<file path="src/dwipd_pkg.sv">
// shared types and constants for the dual wheel incremental pid drive
package dwipd_pkg;

    // field widths
    localparam int ROAD_W     = 2;
    localparam int ERR_W      = 7;
    localparam int MAG_W      = 7;
    localparam int MEAS_W     = 16;
    localparam int SPEED_W    = 8;
    localparam int GAIN_W     = 16;
    localparam int DRIVE_W    = 8;
    localparam int CFG_IDX_W  = 3;
    localparam int CFG_DATA_W = 16;

    // datapath widths
    localparam int DIV_W   = 19;               // speed * 7 * 256
    localparam int TGT_W   = 20;               // base + steering quotient
    localparam int E_W     = 25;               // target - measured * 256
    localparam int OPA_W   = 27;               // widest error combination
    localparam int PROD_W  = OPA_W + GAIN_W + 1;
    localparam int SUM_W   = PROD_W + 2;
    localparam int BRAKE_W = 5;
    localparam int DCNT_W  = 5;

    // fixed constants of the control law
    localparam int ROAD_ORDINARY = 0;
    localparam int ROAD_HILL     = 3;
    localparam int STRAIGHT_BAND = 5;
    localparam int STEER_GAIN    = 7;
    localparam int BRAKE_LAST    = 20;
    localparam int REV_LEVEL_HI  = 40;
    localparam int REV_LEVEL_LO  = 10;

    // parameter defaults
    localparam int DEF_STRAIGHT_LIMIT = 400;
    localparam int DEF_DRIVE_MAX      = 200;

    // register reset values
    localparam logic [GAIN_W-1:0] RST_GAIN_PROP  = 16'd1536;
    localparam logic [GAIN_W-1:0] RST_GAIN_INTEG = 16'd512;
    localparam logic [GAIN_W-1:0] RST_GAIN_DERIV = 16'd1024;

    typedef enum logic [CFG_IDX_W-1:0] {
        CFG_NORMAL_SPEED = 3'd0,
        CFG_BOOST_SPEED  = 3'd1,
        CFG_CLIMB_SPEED  = 3'd2,
        CFG_GAIN_PROP    = 3'd3,
        CFG_GAIN_INTEG   = 3'd4,
        CFG_GAIN_DERIV   = 3'd5
    } t_cfg_idx;

    typedef enum logic [1:0] {
        TERM_PROP  = 2'd0,
        TERM_DERIV = 2'd1,
        TERM_INTEG = 2'd2
    } t_term;

    typedef enum logic [3:0] {
        S_IDLE,
        S_DIV,
        S_TGT,
        S_DIF,
        S_MUL,
        S_ADD,
        S_UPD,
        S_OUT
    } t_state;

endpackage

</file>
<file path="src/dual_wheel_incremental_pid_drive.sv">
// two-wheel incremental pid speed controller with a shared divider and multiplier
// steps in forward drive: the bit-serial divider, the error and error-difference
// registers, a multiply and an accumulate for each of six products, an accumulator
// update per wheel, then the output register; a zero lateral error skips the
// divider, reverse braking goes straight to the output register; a new item waits
// for the divider and the single 17x27 multiplier and for the result to be loaded
// reset (synchronous, active low): registers to defaults, accumulators,
// error history and tick counters cleared, no result pending
module dual_wheel_incremental_pid_drive #(
    parameter int STRAIGHT_LIMIT = dwipd_pkg::DEF_STRAIGHT_LIMIT,
    parameter int DRIVE_MAX      = dwipd_pkg::DEF_DRIVE_MAX
) (
    input  logic                                   i_clk,
    input  logic                                   i_rst_n,
    // configuration write port
    input  logic                                   i_cfg_we,
    input  logic [dwipd_pkg::CFG_IDX_W-1:0]        i_cfg_idx,
    input  logic [dwipd_pkg::CFG_DATA_W-1:0]       i_cfg_data,
    // input item channel
    input  logic                                   i_in_valid,
    output logic                                   o_in_ready,
    input  logic [dwipd_pkg::ROAD_W-1:0]           i_road_type,
    input  logic signed [dwipd_pkg::ERR_W-1:0]     i_lateral_error,
    input  logic signed [dwipd_pkg::MEAS_W-1:0]    i_left_measured,
    input  logic signed [dwipd_pkg::MEAS_W-1:0]    i_right_measured,
    // result item channel
    output logic                                   o_out_valid,
    input  logic                                   i_out_ready,
    output logic                                   o_reverse,
    output logic [dwipd_pkg::DRIVE_W-1:0]          o_left_drive,
    output logic [dwipd_pkg::DRIVE_W-1:0]          o_right_drive
);

    // derived sizes
    localparam int ST_W    = $clog2(STRAIGHT_LIMIT + 1);
    localparam int ACC_MAX = DRIVE_MAX * 256;
    localparam int ACC_W   = $clog2(ACC_MAX + 1);
    localparam int NA_W    = dwipd_pkg::SUM_W - 8 + 1;
    localparam int SPEED_W = dwipd_pkg::SPEED_W;
    localparam int GAIN_W  = dwipd_pkg::GAIN_W;
    localparam int E_W     = dwipd_pkg::E_W;
    localparam int OPA_W   = dwipd_pkg::OPA_W;
    localparam int PROD_W  = dwipd_pkg::PROD_W;
    localparam int SUM_W   = dwipd_pkg::SUM_W;
    localparam int DIV_W   = dwipd_pkg::DIV_W;
    localparam int TGT_W   = dwipd_pkg::TGT_W;
    localparam int MAG_W   = dwipd_pkg::MAG_W;
    localparam int DRIVE_W = dwipd_pkg::DRIVE_W;
    localparam int BRAKE_W = dwipd_pkg::BRAKE_W;
    localparam int DCNT_W  = dwipd_pkg::DCNT_W;

    // ------------------------------------------------------------------
    // configuration registers
    // ------------------------------------------------------------------
    logic [SPEED_W-1:0] r_normal_speed;
    logic [SPEED_W-1:0] r_boost_speed;
    logic [SPEED_W-1:0] r_climb_speed;
    logic [GAIN_W-1:0]  r_gain_prop;
    logic [GAIN_W-1:0]  r_gain_integ;
    logic [GAIN_W-1:0]  r_gain_deriv;

    always_ff @(posedge i_clk) begin
        if (!i_rst_n) begin
            r_normal_speed <= '0;
            r_boost_speed  <= '0;
            r_climb_speed  <= '0;
            r_gain_prop    <= dwipd_pkg::RST_GAIN_PROP;
            r_gain_integ   <= dwipd_pkg::RST_GAIN_INTEG;
            r_gain_deriv   <= dwipd_pkg::RST_GAIN_DERIV;
        end else if (i_cfg_we) begin
            // indexes past the register list are dropped
            case (i_cfg_idx)
                dwipd_pkg::CFG_NORMAL_SPEED: r_normal_speed <= i_cfg_data[SPEED_W-1:0];
                dwipd_pkg::CFG_BOOST_SPEED:  r_boost_speed  <= i_cfg_data[SPEED_W-1:0];
                dwipd_pkg::CFG_CLIMB_SPEED:  r_climb_speed  <= i_cfg_data[SPEED_W-1:0];
                dwipd_pkg::CFG_GAIN_PROP:    r_gain_prop    <= i_cfg_data;
                dwipd_pkg::CFG_GAIN_INTEG:   r_gain_integ   <= i_cfg_data;
                dwipd_pkg::CFG_GAIN_DERIV:   r_gain_deriv   <= i_cfg_data;
                default: ;
            endcase
        end
    end

    // ------------------------------------------------------------------
    // sequencer state and registers
    // ------------------------------------------------------------------
    dwipd_pkg::t_state r_state, n_state;
    dwipd_pkg::t_term  r_term;
    logic              r_wheel;
    logic [DCNT_W-1:0] r_div_cnt;

    // per-item latched values
    logic                     r_rev;      // reverse braking for this item
    logic                     r_neg;      // steer boosts the left wheel
    logic                     r_pos;      // steer boosts the right wheel
    logic [SPEED_W-1:0]       r_speed;
    logic [MAG_W-1:0]         r_mag;
    logic signed [dwipd_pkg::MEAS_W-1:0] r_meas [2];

    // divider: r_quo shifts dividend bits out and quotient bits in
    logic [DIV_W-1:0] r_quo;
    logic [MAG_W-1:0] r_rem;

    // pid datapath
    logic signed [E_W-1:0]    r_e_cur [2];
    logic signed [E_W-1:0]    r_e1    [2];   // last error
    logic signed [E_W-1:0]    r_e2    [2];   // error before last
    logic signed [OPA_W-1:0]  r_d1    [2];   // e - e1
    logic signed [OPA_W-1:0]  r_d2    [2];   // e + e2 - 2*e1
    logic signed [PROD_W-1:0] r_prod;
    logic signed [SUM_W-1:0]  r_sum;
    logic [ACC_W-1:0]         r_acc   [2];

    logic [ST_W-1:0]    r_straight;
    logic [BRAKE_W-1:0] r_brake;

    // result register
    logic               r_out_valid;
    logic               r_reverse;
    logic [DRIVE_W-1:0] r_left_drive;
    logic [DRIVE_W-1:0] r_right_drive;

    // ------------------------------------------------------------------
    // item acceptance: speed select and straight-stretch counter
    // ------------------------------------------------------------------
    logic               in_acc;
    logic [MAG_W-1:0]   mag_c;
    logic               straight_c;
    logic [ST_W:0]      st_inc_c;
    logic               st_sat_c;
    logic [ST_W-1:0]    st_next_c;
    logic [SPEED_W-1:0] speed_c;
    logic [DIV_W-1:0]   dividend_c;

    assign in_acc = i_in_valid && o_in_ready;

    always_comb begin
        mag_c      = i_lateral_error[dwipd_pkg::ERR_W-1] ?
                     MAG_W'(-i_lateral_error) : MAG_W'(i_lateral_error);
        straight_c = (i_road_type == dwipd_pkg::ROAD_W'(dwipd_pkg::ROAD_ORDINARY)) &&
                     (mag_c < MAG_W'(dwipd_pkg::STRAIGHT_BAND));
        st_inc_c   = {1'b0, r_straight} + (ST_W+1)'(1);
        st_sat_c   = st_inc_c >= (ST_W+1)'(STRAIGHT_LIMIT);
        if (!straight_c) begin
            st_next_c = '0;
        end else if (st_sat_c) begin
            st_next_c = ST_W'(STRAIGHT_LIMIT);
        end else begin
            st_next_c = st_inc_c[ST_W-1:0];
        end
        if (i_road_type == dwipd_pkg::ROAD_W'(dwipd_pkg::ROAD_HILL)) begin
            speed_c = r_climb_speed;
        end else if (straight_c && st_sat_c) begin
            speed_c = r_boost_speed;
        end else begin
            speed_c = r_normal_speed;
        end
        // speed * 7 in Q11.8
        dividend_c = {11'(speed_c * dwipd_pkg::STEER_GAIN), 8'd0};
    end

    // ------------------------------------------------------------------
    // divider step: one quotient bit per cycle
    // ------------------------------------------------------------------
    logic [MAG_W:0] div_trial;
    logic           div_ge;
    always_comb begin
        div_trial = {r_rem, r_quo[DIV_W-1]};
        div_ge    = div_trial >= {1'b0, r_mag};
    end

    // ------------------------------------------------------------------
    // targets, errors and error combinations for both wheels
    // ------------------------------------------------------------------
    logic [SPEED_W+7:0]      base_c;
    logic [TGT_W-1:0]        tgt_c  [2];
    logic signed [E_W-1:0]   e_c    [2];
    logic signed [OPA_W-1:0] d1_c   [2];
    logic signed [OPA_W-1:0] d2_c   [2];

    always_comb begin
        base_c   = {r_speed, 8'd0};
        tgt_c[0] = TGT_W'(base_c) + (r_neg ? TGT_W'(r_quo) : '0);
        tgt_c[1] = TGT_W'(base_c) + (r_pos ? TGT_W'(r_quo) : '0);
        for (int w = 0; w < 2; w++) begin
            e_c[w]  = $signed({5'd0, tgt_c[w]}) - $signed({r_meas[w][15], r_meas[w], 8'd0});
            d1_c[w] = OPA_W'(r_e_cur[w]) - OPA_W'(r_e1[w]);
            d2_c[w] = OPA_W'(r_e_cur[w]) + OPA_W'(r_e2[w]) - (OPA_W'(r_e1[w]) <<< 1);
        end
    end

    // ------------------------------------------------------------------
    // shared multiplier: operand select per term and wheel
    // ------------------------------------------------------------------
    logic signed [OPA_W-1:0]  mul_a;
    logic signed [GAIN_W:0]   mul_b;
    logic signed [PROD_W-1:0] mul_p;

    always_comb begin
        case (r_term)
            dwipd_pkg::TERM_PROP: begin
                mul_a = r_d1[r_wheel];
                mul_b = $signed({1'b0, r_gain_prop});
            end
            dwipd_pkg::TERM_DERIV: begin
                mul_a = r_d2[r_wheel];
                mul_b = $signed({1'b0, r_gain_deriv});
            end
            dwipd_pkg::TERM_INTEG: begin
                mul_a = OPA_W'(r_e_cur[r_wheel]);
                mul_b = $signed({1'b0, r_gain_integ});
            end
            default: begin
                mul_a = '0;
                mul_b = '0;
            end
        endcase
        mul_p = mul_a * mul_b;
    end

    // accumulator update: floor to Q8.8, add, clamp
    logic signed [NA_W-1:0] na_c;
    logic [ACC_W-1:0]       acc_new_c;
    always_comb begin
        na_c = $signed({{(NA_W-ACC_W){1'b0}}, r_acc[r_wheel]}) + NA_W'(r_sum >>> 8);
        if (na_c < 0) begin
            acc_new_c = '0;
        end else if (na_c > $signed(NA_W'(ACC_MAX))) begin
            acc_new_c = ACC_W'(ACC_MAX);
        end else begin
            acc_new_c = na_c[ACC_W-1:0];
        end
    end

    // ------------------------------------------------------------------
    // next state
    // ------------------------------------------------------------------
    logic out_load;
    assign out_load = (r_state == dwipd_pkg::S_OUT) && (!r_out_valid || i_out_ready);

    always_comb begin
        n_state = r_state;
        case (r_state)
            dwipd_pkg::S_IDLE: begin
                if (i_in_valid) begin
                    if (r_normal_speed == '0) begin
                        n_state = dwipd_pkg::S_OUT;
                    end else if (mag_c == '0) begin
                        n_state = dwipd_pkg::S_TGT;
                    end else begin
                        n_state = dwipd_pkg::S_DIV;
                    end
                end
            end
            dwipd_pkg::S_DIV: begin
                if (r_div_cnt == DCNT_W'(DIV_W - 1)) begin
                    n_state = dwipd_pkg::S_TGT;
                end
            end
            dwipd_pkg::S_TGT: n_state = dwipd_pkg::S_DIF;
            dwipd_pkg::S_DIF: n_state = dwipd_pkg::S_MUL;
            dwipd_pkg::S_MUL: n_state = dwipd_pkg::S_ADD;
            dwipd_pkg::S_ADD: begin
                n_state = (r_term == dwipd_pkg::TERM_INTEG) ? dwipd_pkg::S_UPD
                                                            : dwipd_pkg::S_MUL;
            end
            dwipd_pkg::S_UPD: begin
                n_state = r_wheel ? dwipd_pkg::S_OUT : dwipd_pkg::S_MUL;
            end
            dwipd_pkg::S_OUT: begin
                if (out_load) begin
                    n_state = dwipd_pkg::S_IDLE;
                end
            end
            default: n_state = dwipd_pkg::S_IDLE;
        endcase
    end

    // ------------------------------------------------------------------
    // handshake outputs
    // ------------------------------------------------------------------
    always_comb begin
        o_in_ready    = (r_state == dwipd_pkg::S_IDLE);
        o_out_valid   = r_out_valid;
        o_reverse     = r_reverse;
        o_left_drive  = r_left_drive;
        o_right_drive = r_right_drive;
    end

    // ------------------------------------------------------------------
    // control registers
    // ------------------------------------------------------------------
    always_ff @(posedge i_clk) begin
        if (!i_rst_n) begin
            r_state     <= dwipd_pkg::S_IDLE;
            r_term      <= dwipd_pkg::TERM_PROP;
            r_wheel     <= 1'b0;
            r_div_cnt   <= '0;
            r_straight  <= '0;
            r_brake     <= '0;
            r_out_valid <= 1'b0;
            for (int w = 0; w < 2; w++) begin
                r_acc[w] <= '0;
                r_e1[w]  <= '0;
                r_e2[w]  <= '0;
            end
        end else begin
            r_state <= n_state;

            if (in_acc) begin
                r_straight <= st_next_c;
                r_div_cnt  <= '0;
            end else if (r_state == dwipd_pkg::S_DIV) begin
                r_div_cnt <= r_div_cnt + DCNT_W'(1);
            end

            case (r_state)
                dwipd_pkg::S_DIF: begin
                    r_term  <= dwipd_pkg::TERM_PROP;
                    r_wheel <= 1'b0;
                end
                dwipd_pkg::S_ADD: begin
                    if (r_term != dwipd_pkg::TERM_INTEG) begin
                        r_term <= dwipd_pkg::t_term'(r_term + 2'd1);
                    end
                end
                dwipd_pkg::S_UPD: begin
                    // commit one wheel and shift its error history
                    r_acc[r_wheel] <= acc_new_c;
                    r_e2[r_wheel]  <= r_e1[r_wheel];
                    r_e1[r_wheel]  <= r_e_cur[r_wheel];
                    r_term         <= dwipd_pkg::TERM_PROP;
                    r_wheel        <= 1'b1;
                end
                default: ;
            endcase

            // brake counter saturates one past the high-level window
            if (out_load && r_rev && (r_brake <= BRAKE_W'(dwipd_pkg::BRAKE_LAST))) begin
                r_brake <= r_brake + BRAKE_W'(1);
            end

            if (out_load) begin
                r_out_valid <= 1'b1;
            end else if (i_out_ready) begin
                r_out_valid <= 1'b0;
            end
        end
    end

    // ------------------------------------------------------------------
    // datapath registers
    // ------------------------------------------------------------------
    always_ff @(posedge i_clk) begin
        if (in_acc) begin
            r_rev     <= (r_normal_speed == '0);
            r_neg     <= i_lateral_error < 0;
            r_pos     <= i_lateral_error > 0;
            r_speed   <= speed_c;
            r_mag     <= mag_c;
            r_meas[0] <= i_left_measured;
            r_meas[1] <= i_right_measured;
            r_rem     <= '0;
            // zero error skips the divider, steering term is zero
            r_quo     <= (mag_c == '0) ? '0 : dividend_c;
        end

        case (r_state)
            dwipd_pkg::S_DIV: begin
                r_rem <= div_ge ? MAG_W'(div_trial - {1'b0, r_mag}) : div_trial[MAG_W-1:0];
                r_quo <= {r_quo[DIV_W-2:0], div_ge};
            end
            dwipd_pkg::S_TGT: begin
                r_e_cur[0] <= e_c[0];
                r_e_cur[1] <= e_c[1];
            end
            dwipd_pkg::S_DIF: begin
                r_d1[0] <= d1_c[0];
                r_d1[1] <= d1_c[1];
                r_d2[0] <= d2_c[0];
                r_d2[1] <= d2_c[1];
                r_sum   <= '0;
            end
            dwipd_pkg::S_MUL: r_prod <= mul_p;
            dwipd_pkg::S_ADD: r_sum  <= r_sum + SUM_W'(r_prod);
            dwipd_pkg::S_UPD: r_sum  <= '0;
            default: ;
        endcase

        if (out_load) begin
            r_reverse <= r_rev;
            if (r_rev) begin
                r_left_drive  <= (r_brake <= BRAKE_W'(dwipd_pkg::BRAKE_LAST)) ?
                                 DRIVE_W'(dwipd_pkg::REV_LEVEL_HI) :
                                 DRIVE_W'(dwipd_pkg::REV_LEVEL_LO);
                r_right_drive <= (r_brake <= BRAKE_W'(dwipd_pkg::BRAKE_LAST)) ?
                                 DRIVE_W'(dwipd_pkg::REV_LEVEL_HI) :
                                 DRIVE_W'(dwipd_pkg::REV_LEVEL_LO);
            end else begin
                r_left_drive  <= DRIVE_W'(r_acc[0] >> 8);
                r_right_drive <= DRIVE_W'(r_acc[1] >> 8);
            end
        end
    end

    // ------------------------------------------------------------------
    // assertions
    // ------------------------------------------------------------------
    a_busy_after_accept: assert property (@(posedge i_clk) disable iff (!i_rst_n)
        in_acc |=> !o_in_ready)
        else $error("block ready right after taking an item");

    a_acc_clamped: assert property (@(posedge i_clk) disable iff (!i_rst_n)
        (r_acc[0] <= ACC_W'(ACC_MAX)) && (r_acc[1] <= ACC_W'(ACC_MAX)))
        else $error("drive accumulator above clamp");

    a_result_posted: assert property (@(posedge i_clk) disable iff (!i_rst_n)
        out_load |=> (r_out_valid && (r_state == dwipd_pkg::S_IDLE)))
        else $error("result not posted on leaving output state");

    a_brake_bound: assert property (@(posedge i_clk) disable iff (!i_rst_n)
        r_brake <= BRAKE_W'(dwipd_pkg::BRAKE_LAST + 1))
        else $error("brake counter past saturation");

    a_straight_bound: assert property (@(posedge i_clk) disable iff (!i_rst_n)
        r_straight <= ST_W'(STRAIGHT_LIMIT))
        else $error("straight counter past limit");

endmodule
</file>
<file path="config.mk">
export PLATFORM = sky130hd
export DESIGN_NAME = dual_wheel_incremental_pid_drive
export DESIGN_NICKNAME = d
export VERILOG_FILES = /design/src/dwipd_pkg.sv /design/src/dual_wheel_incremental_pid_drive.sv
export SDC_FILE = /design/constraint.sdc
export NUM_CORES = 2
export LEC_CHECK = 0
export BUFFER_PORTS_ARGS = -buffer_cell sky130_fd_sc_hd__buf_2
export CAP_MARGIN = 20
export CORE_MARGIN = 8
export CORE_UTILIZATION = 55
export CTS_CLUSTER_DIAMETER = 150
export CTS_CLUSTER_SIZE = 14
export DETAILED_ROUTE_END_ITERATION = 7
export GPL_ROUTABILITY_DRIVEN = 0
export GPL_TIMING_DRIVEN = 0
export PLACE_DENSITY = 0.74
export SETUP_SLACK_MARGIN = 0.05
export SYNTH_ARGS = -nofsm -noshare
export SYNTH_HDL_FRONTEND = slang
export SYNTH_SLANG_ARGS = --single-unit
</file>
<file path="constraint.sdc">
create_clock -name i_clk -period 7.84 [get_ports i_clk]
set_clock_uncertainty 0.05 [all_clocks]
set_input_delay 0 -clock i_clk [delete_from_list [all_inputs] [get_ports i_clk]]
set_output_delay 0 -clock i_clk [all_outputs]
set_load 0.005 [all_outputs]
</file>
After elaboration in Yosys (flattened, before gate mapping)
Memories as Yosys holds them, arrays and structs flattened. A register that Yosys moved wholly into a read port is not among the register bits.
Cells that the tools add are included.
{ "word_totals": {"register_bits": 250, "mem_count": 7, "output_inout_bits": 19, "ram_bits": 322, "inputBits": 65, "word_cells": 176} }
{ "memory_table": {"columns": ["memory", "words", "width", "rd", "rd_ports_with_merged_regs", "write_ports", "line", "rtl"], "rows": [
  ["r_d1", 2, 27, 1, 1, 2, "dual_wheel_incremental_pid_drive.sv:108", "logic signed [OPA_W-1:0] r_d1 [2];"],
  ["r_d2", 2, 27, 1, 1, 2, "dual_wheel_incremental_pid_drive.sv:109", "logic signed [OPA_W-1:0] r_d2 [2];"],
  ["r_e1", 2, 25, 3, 1, 2, "dual_wheel_incremental_pid_drive.sv:106", "logic signed [E_W-1:0] r_e1 [2];"],
  ["r_e2", 2, 25, 2, 0, 2, "dual_wheel_incremental_pid_drive.sv:107", "logic signed [E_W-1:0] r_e2 [2];"],
  ["r_e_cur", 2, 25, 3, 1, 2, "dual_wheel_incremental_pid_drive.sv:105", "logic signed [E_W-1:0] r_e_cur [2];"],
  ["r_acc", 2, 16, 3, 1, 2, "dual_wheel_incremental_pid_drive.sv:112", "logic [ACC_W-1:0] r_acc [2];"],
  ["+1 memories", null, null, null, null, null, null, null]
]} }
{ "op_classes": {"muxes": 63, "n_eq_ne": 21, "addsub": 18, "reduce_logical": 31, "n_lt_le_gt_ge": 8, "bitwise_logic": 1, "mul": 2} }
{ "ops": {"columns": ["operator", "count"], "rows": [
  ["19-bit two-way mux", 5],
  ["46-bit case mux with 2 select lines", 1],
  ["27-bit case mux with 3 select lines", 1],
  ["26-bit by 26-bit subtractor with 27-bit output", 2],
  ["25-bit by 25-bit adder with 26-bit output", 2],
  ["25-bit by 25-bit subtractor with 26-bit output", 2],
  ["25-bit two-way mux", 2],
  ["25-bit OR reduction", 2],
  ["21-bit by 24-bit subtractor with 25-bit output", 2],
  ["16-bit two-way mux", 3],
  ["16-bit case mux with 3 select lines", 1],
  ["46-bit by 44-bit adder with 46-bit output", 1],
  ["27-bit by 17-bit multiplier with 44-bit output", 1],
  ["16-bit by 19-bit adder with 20-bit output", 2],
  ["17-bit by 38-bit adder with 39-bit output", 1],
  ["39-bit by 17-bit > comparator with 1-bit output (second input constant)", 1],
  ["39-bit by 1-bit less-than comparator with 1-bit output (second input constant)", 1],
  ["8-bit two-way mux", 4],
  ["4-bit case mux with 8 select lines", 1],
  ["1-bit two-way mux", 28],
  ["7-bit two-way mux", 4],
  ["9-bit two-way mux", 2],
  ["4-bit by 3-bit equality test with 1-bit output (second input constant)", 4],
  ["16-bit OR reduction", 1],
  ["40 further kinds", 70]
]} }

Longest topological paths before layout
{ "logic_depth": {"word_depth": 11, "depth_mapped": 32, "ltp_nobuf": 28} }

Worst setup path before layout
No wires, ideal clock.
{ "synth_path": {"kind": "reg2reg", "from": "register r_term[0]", "to": "register r_prod[40], data pin", "path_slack_ps": -138, "path_buffers": 6, "arrival_ps": 7669, "path_stages_with_launch": 31, "period_less_slack_ps": 7978, "setup_ps": 259, "t_required_ps": 7531, "cell_sequence": "dfxtp_1 -> inv_1 -> ha_1 -> clkbuf_1 -> clkbuf_1 -> clkbuf_1 -> clkbuf_1 -> nand2b_1 -> nand3_1 -> clkbuf_1 -> nand2_1 -> fa_1 -> fa_1 -> fa_1 -> inv_1 -> fa_1 -> fa_1 -> inv_1 -> fa_1 -> inv_1 -> ha_1 -> clkbuf_1 -> nand2_1 -> or4_1 -> o21ai_0 -> a311oi_2 -> o31ai_2 -> a31oi_4 -> o21bai_1 -> a21oi_2 -> xnor2_1"} }
{ "synth_between": {"elab_chain_cells": 3, "word_cells_on_any_way": 6, "classes_between": "1 x mul; 2 x eq/ne; 2 x mux; 1 x reduce/logical"} }
{ "synth_lines": {"columns": ["item", "line", "rtl"], "rows": [
  ["start, declared", "dual_wheel_incremental_pid_drive.sv:88", "dwipd_pkg::t_term r_term;"],
  ["start signal, assigned", "dual_wheel_incremental_pid_drive.sv:296", "r_term <= dwipd_pkg::TERM_PROP;"],
  ["start signal, assigned", "dual_wheel_incremental_pid_drive.sv:319", "r_term <= dwipd_pkg::TERM_PROP;"],
  ["start signal, assigned", "dual_wheel_incremental_pid_drive.sv:324", "r_term <= dwipd_pkg::t_term'(r_term + 2'd1);"],
  ["2-bit equality test, or another cell as far along", "dual_wheel_incremental_pid_drive.sv:200", "case (r_term)"],
  ["27-bit case mux with 3 select lines / 16-bit case mux with 3 select lines (equally long branches)", "dual_wheel_incremental_pid_drive.sv:200", null],
  ["27-bit by 17-bit multiplier with 44-bit output (*)", "dual_wheel_incremental_pid_drive.sv:218", "mul_p = mul_a * mul_b;"],
  ["named net mul_p[40]", "dual_wheel_incremental_pid_drive.sv:197", "logic signed [PROD_W-1:0] mul_p;"],
  ["end signal, assigned", "dual_wheel_incremental_pid_drive.sv:384", "dwipd_pkg::S_MUL: r_prod <= mul_p;"],
  ["end, declared", "dual_wheel_incremental_pid_drive.sv:110", "logic signed [PROD_W-1:0] r_prod;"]
]} }
Mark *: on every way through the listed nets, which the timed path passes. The rest lies on a longest branch.
A chain may end at the register's enable or synchronous reset.

Final worst setup path
{ "layout_path": {"from": "register r_term[0]", "to": "register r_prod[32], data pin"} }
Same word-level chain as after synthesis.

==> out/metrics.yaml <==
grt_pass1_vias: 39999
design_area_um2: 57500
finish.utilization_pct: 63.1
mostFrequentLayoutCells: "inv_1 (867), nand2_1 (573), fa_1 (481)"
io_buffer_count: 81
worst_setup_hold_path_clk_slew_ns: 0.07
fp.coreArea_um2: 91100
syn_nets: 6127
tightest_slew_ns: 1.19
dieHeight_um: 318
firstDrtPassIters: 6
synth_async_sr_flop_share_pct: 0
critPathMaxStageDelay_ns: 0.53
placed_area_um2: 52600
timing.final.crit_share_pct: 99.2
ys_seq_area_share_pct: 32.1
drv_cap: 0
syn2layout_area_growth_pct: 14.3
p_comb_share_pct: 60.3
die_w_um: 318
powerDensity_nw_per_um2: 299
tritoncts: "done"
htree_levels: 2
final_max_slew_viol_count: 0
hold_viol: 0
path_delay_family: "adder cells"
seq_power_share_pct: 26.6
syn_avg_cell_area_um2: 9.60
startpoint_type: "register"
wire_per_inst_um: 20.9
grt_pass1_wl_mm: 219
drtAntennaViolNets: 0
finalWirelength_mm: 142
drive_above_1_share_pct: 10.9
numClockSinks: 570
worst_path_max_delay_cell: "fa_1"
cp_num_buf_inv: 11
relSlewSlack_pct: 19.5
rows: 111
synth-edff-count: 471
io_pins: 84
fin_crit_ns: 7.78
critical_path_class: "register to register"
p_int_w: 0.00956
pwr-share-clk_pct: 13.1
cp_max_fo: 10
start_util_pct: 55.2
grt_overflow: 0
grt_max_degree: 37
ctsRootBufferMaster: "clkbuf_16"
cts_inserted_buffers: 46
cts.path.max_buffers: 3
clk_latency_ns: 0.68
crit_required_ns: 8.15
cp-end-kind: "register"
crit_start: "r_term[0]"
power_leakage_nw: 25.1
die_area_um2: 101000
status: "completed"
syn_area_um2: 50300
min_path_type: "input port to register"
post-dp-hpwl_mm: 109
track_usage_pct: 27.3
antenna_found_initial: 1
crit_arrival_ns: 8.09
viasPerCell: 5.82
cpMostUsedCell: "fa_1"
synthCells: 5237
ys_ff_latch: 570
fin_nets: 6459
max_freq_mhz: 129
reg2reg_from: "r_term[0]"
synth_ff_type: "edfxtp_1"
ir_worst_vdd_uv: 228
drc: 0
holdCritStartpoint: "i_lateral_error[0]"
drtIter0Drc: 3796
num_antenna_cells: 0
final_common_cell: "inv_1"
swShare_pct: 44.3
yosys_warnings: 0
p_switching_w: 0.00762
fillers: 7157
num_vias: 39447
rsz0062_at_grt: "yes"
finalSetupViolations: 0
synth_cell_types: 78
==> layout make-up <==
| class | count | area [µm²] | area share (%) |
|---|---|---|---|
| inverters | 881 | 3310 | 5.76 |
| clock buffers | 64 | 1220 | 2.12 |
| flip-flops and latches | 570 | 16100 | 28.1 |
| repair buffers | 309 | 2660 | 4.62 |
| multi-input cells | 3624 | 31400 | 54.7 |
| clock inverters | 5 | 97.6 | 0.170 |
| well taps | 1186 | 1480 | 2.58 |
| plain buffers | 137 | 1140 | 1.99 |
==> stage by stage <==
stage | hold slack [ns] | setup slack, ns | TNS (ns) | instances | total power, W
floorplan | 0.0489 | 0.0520 | 0 | 5237 | 0.0114
global route | 0.0713 | -0.156 | -1.02 | 6776 | 0.0185
CTS | 0.0324 | 0.0509 | 0 | 6732 | 0.0165
finish | 0.0819 | 0.0607 | 0 | 6776 | 0.0172
global placement | 0.127 | -3.19 | -120.36 | 6504 | 0.0135
detailed placement | 0.128 | -3.32 | -66.06 | 6529 | 0.0137
==> kinds of logic (layout without fill, tap and decap cells) <==
family,Yosys count,in the layout,share of synthesized area [%]
mux,137,137,2.90
fa+ha+maj,825,825,27.8
xor+xnor,242,242,4.22
flops,570,570,32.1
buf+inv,1043,1396,7.80
simple gates,1563,1563,14.0
compound gates,857,857,11.2
==> worst register-to-register path: cells and delay by family (launching register included) <==
kind | cells | cell delay (ns)
buffers and inverters | 11 | 1.51
xor gates and xnor gates | 1 | 0.13
and+or+nand+nor | 2 | 0.21
DFF | 1 | 0.37
adders and majority gates | 8 | 3.23
AOI/OAI and AO/OA | 8 | 1.95
==> routing by layer <==
metal	routed length, µm	global-route usage [%]
met5	0	0
met3	13700	6.57
met2	65400	44.6
met1	54100	33.6
met4	8490	14.1
==> what timing repair did <==
item	4_1_cts	5_1_grt
endpoints found under the hold margin	124	0
buffers inserted	49	47
pin swaps	33	66
resized for setup	334	120
hold buffers	106	0
setup endpoints to repair	36	15
cloned	0	2
==> synthesized netlist by cell type (57+ instances only) <==
| library cell | instances | area (µm²) |
|---|---|---|
| inv_1 | 881 | 3310 |
| nand2_1 | 595 | 2230 |
| fa_1 | 486 | 9730 |
| edfxtp_1 | 471 | 14100 |
| nor2_1 | 464 | 1740 |
| ha_1 | 339 | 4240 |
| a21oi_1 | 224 | 1120 |
| xnor2_1 | 178 | 1560 |
| clkbuf_1 | 141 | 529 |
| o21ai_0 | 138 | 691 |
| dfxtp_1 | 99 | 1980 |
| a21boi_0 | 88 | 661 |
| a21o_1 | 82 | 616 |
| nor3_1 | 78 | 390 |
| nand3_1 | 77 | 385 |
| a31oi_1 | 71 | 444 |
| mux2_2 | 71 | 800 |
| mux2i_1 | 66 | 661 |
| nand2b_1 | 66 | 413 |
| xor2_1 | 64 | 561 |
| and2_1 | 57 | 357 |
| nor2b_1 | 57 | 357 |
==> registers in the layout, summed over array words and instances (netlist names), 7 cells and up, named ones only <==
| name | count |
|---|---|
| r_mag | 7 |
| r_gain_deriv | 16 |
| r_sum | 46 |
| o_left_drive | 8 |
| r_e1 | 50 |
| r_quo | 19 |
| r_climb_speed | 8 |
| r_e2 | 50 |
| r_normal_speed | 8 |
| r_straight | 9 |
| r_acc | 32 |
| r_e_cur | 50 |
| r_meas | 32 |
| r_rem | 7 |
| r_d1 | 52 |
| o_right_drive | 8 |
| r_gain_integ | 16 |
| r_boost_speed | 8 |
| r_speed | 8 |
| r_prod | 44 |
| r_gain_prop | 16 |
| r_d2 | 54 |
==> final timing paths <==
path                                         end  slack, ns  cells after the start
worst min register to register  r_boost_speed[6]       0.41                      2
worst max register to register        r_prod[32]       0.06                     30
worst min-delay path                    r_mag[0]       0.08                      2
worst max-delay path                  r_prod[32]       0.06                     30
==> power groups by stage <==
stage / clock, W / sequential, W / combinational (W)
finish: 0.00225 / 0.00457 / 0.0104
global route: 0.00237 / 0.00461 / 0.0115
global placement: 0 / 0.00462 / 0.00888
floorplan: 0 / 0.00443 / 0.00701
CTS: 0.00228 / 0.00455 / 0.00973
detailed placement: 0 / 0.00460 / 0.00915
Note: power is estimated with default switching activity, not from simulation.
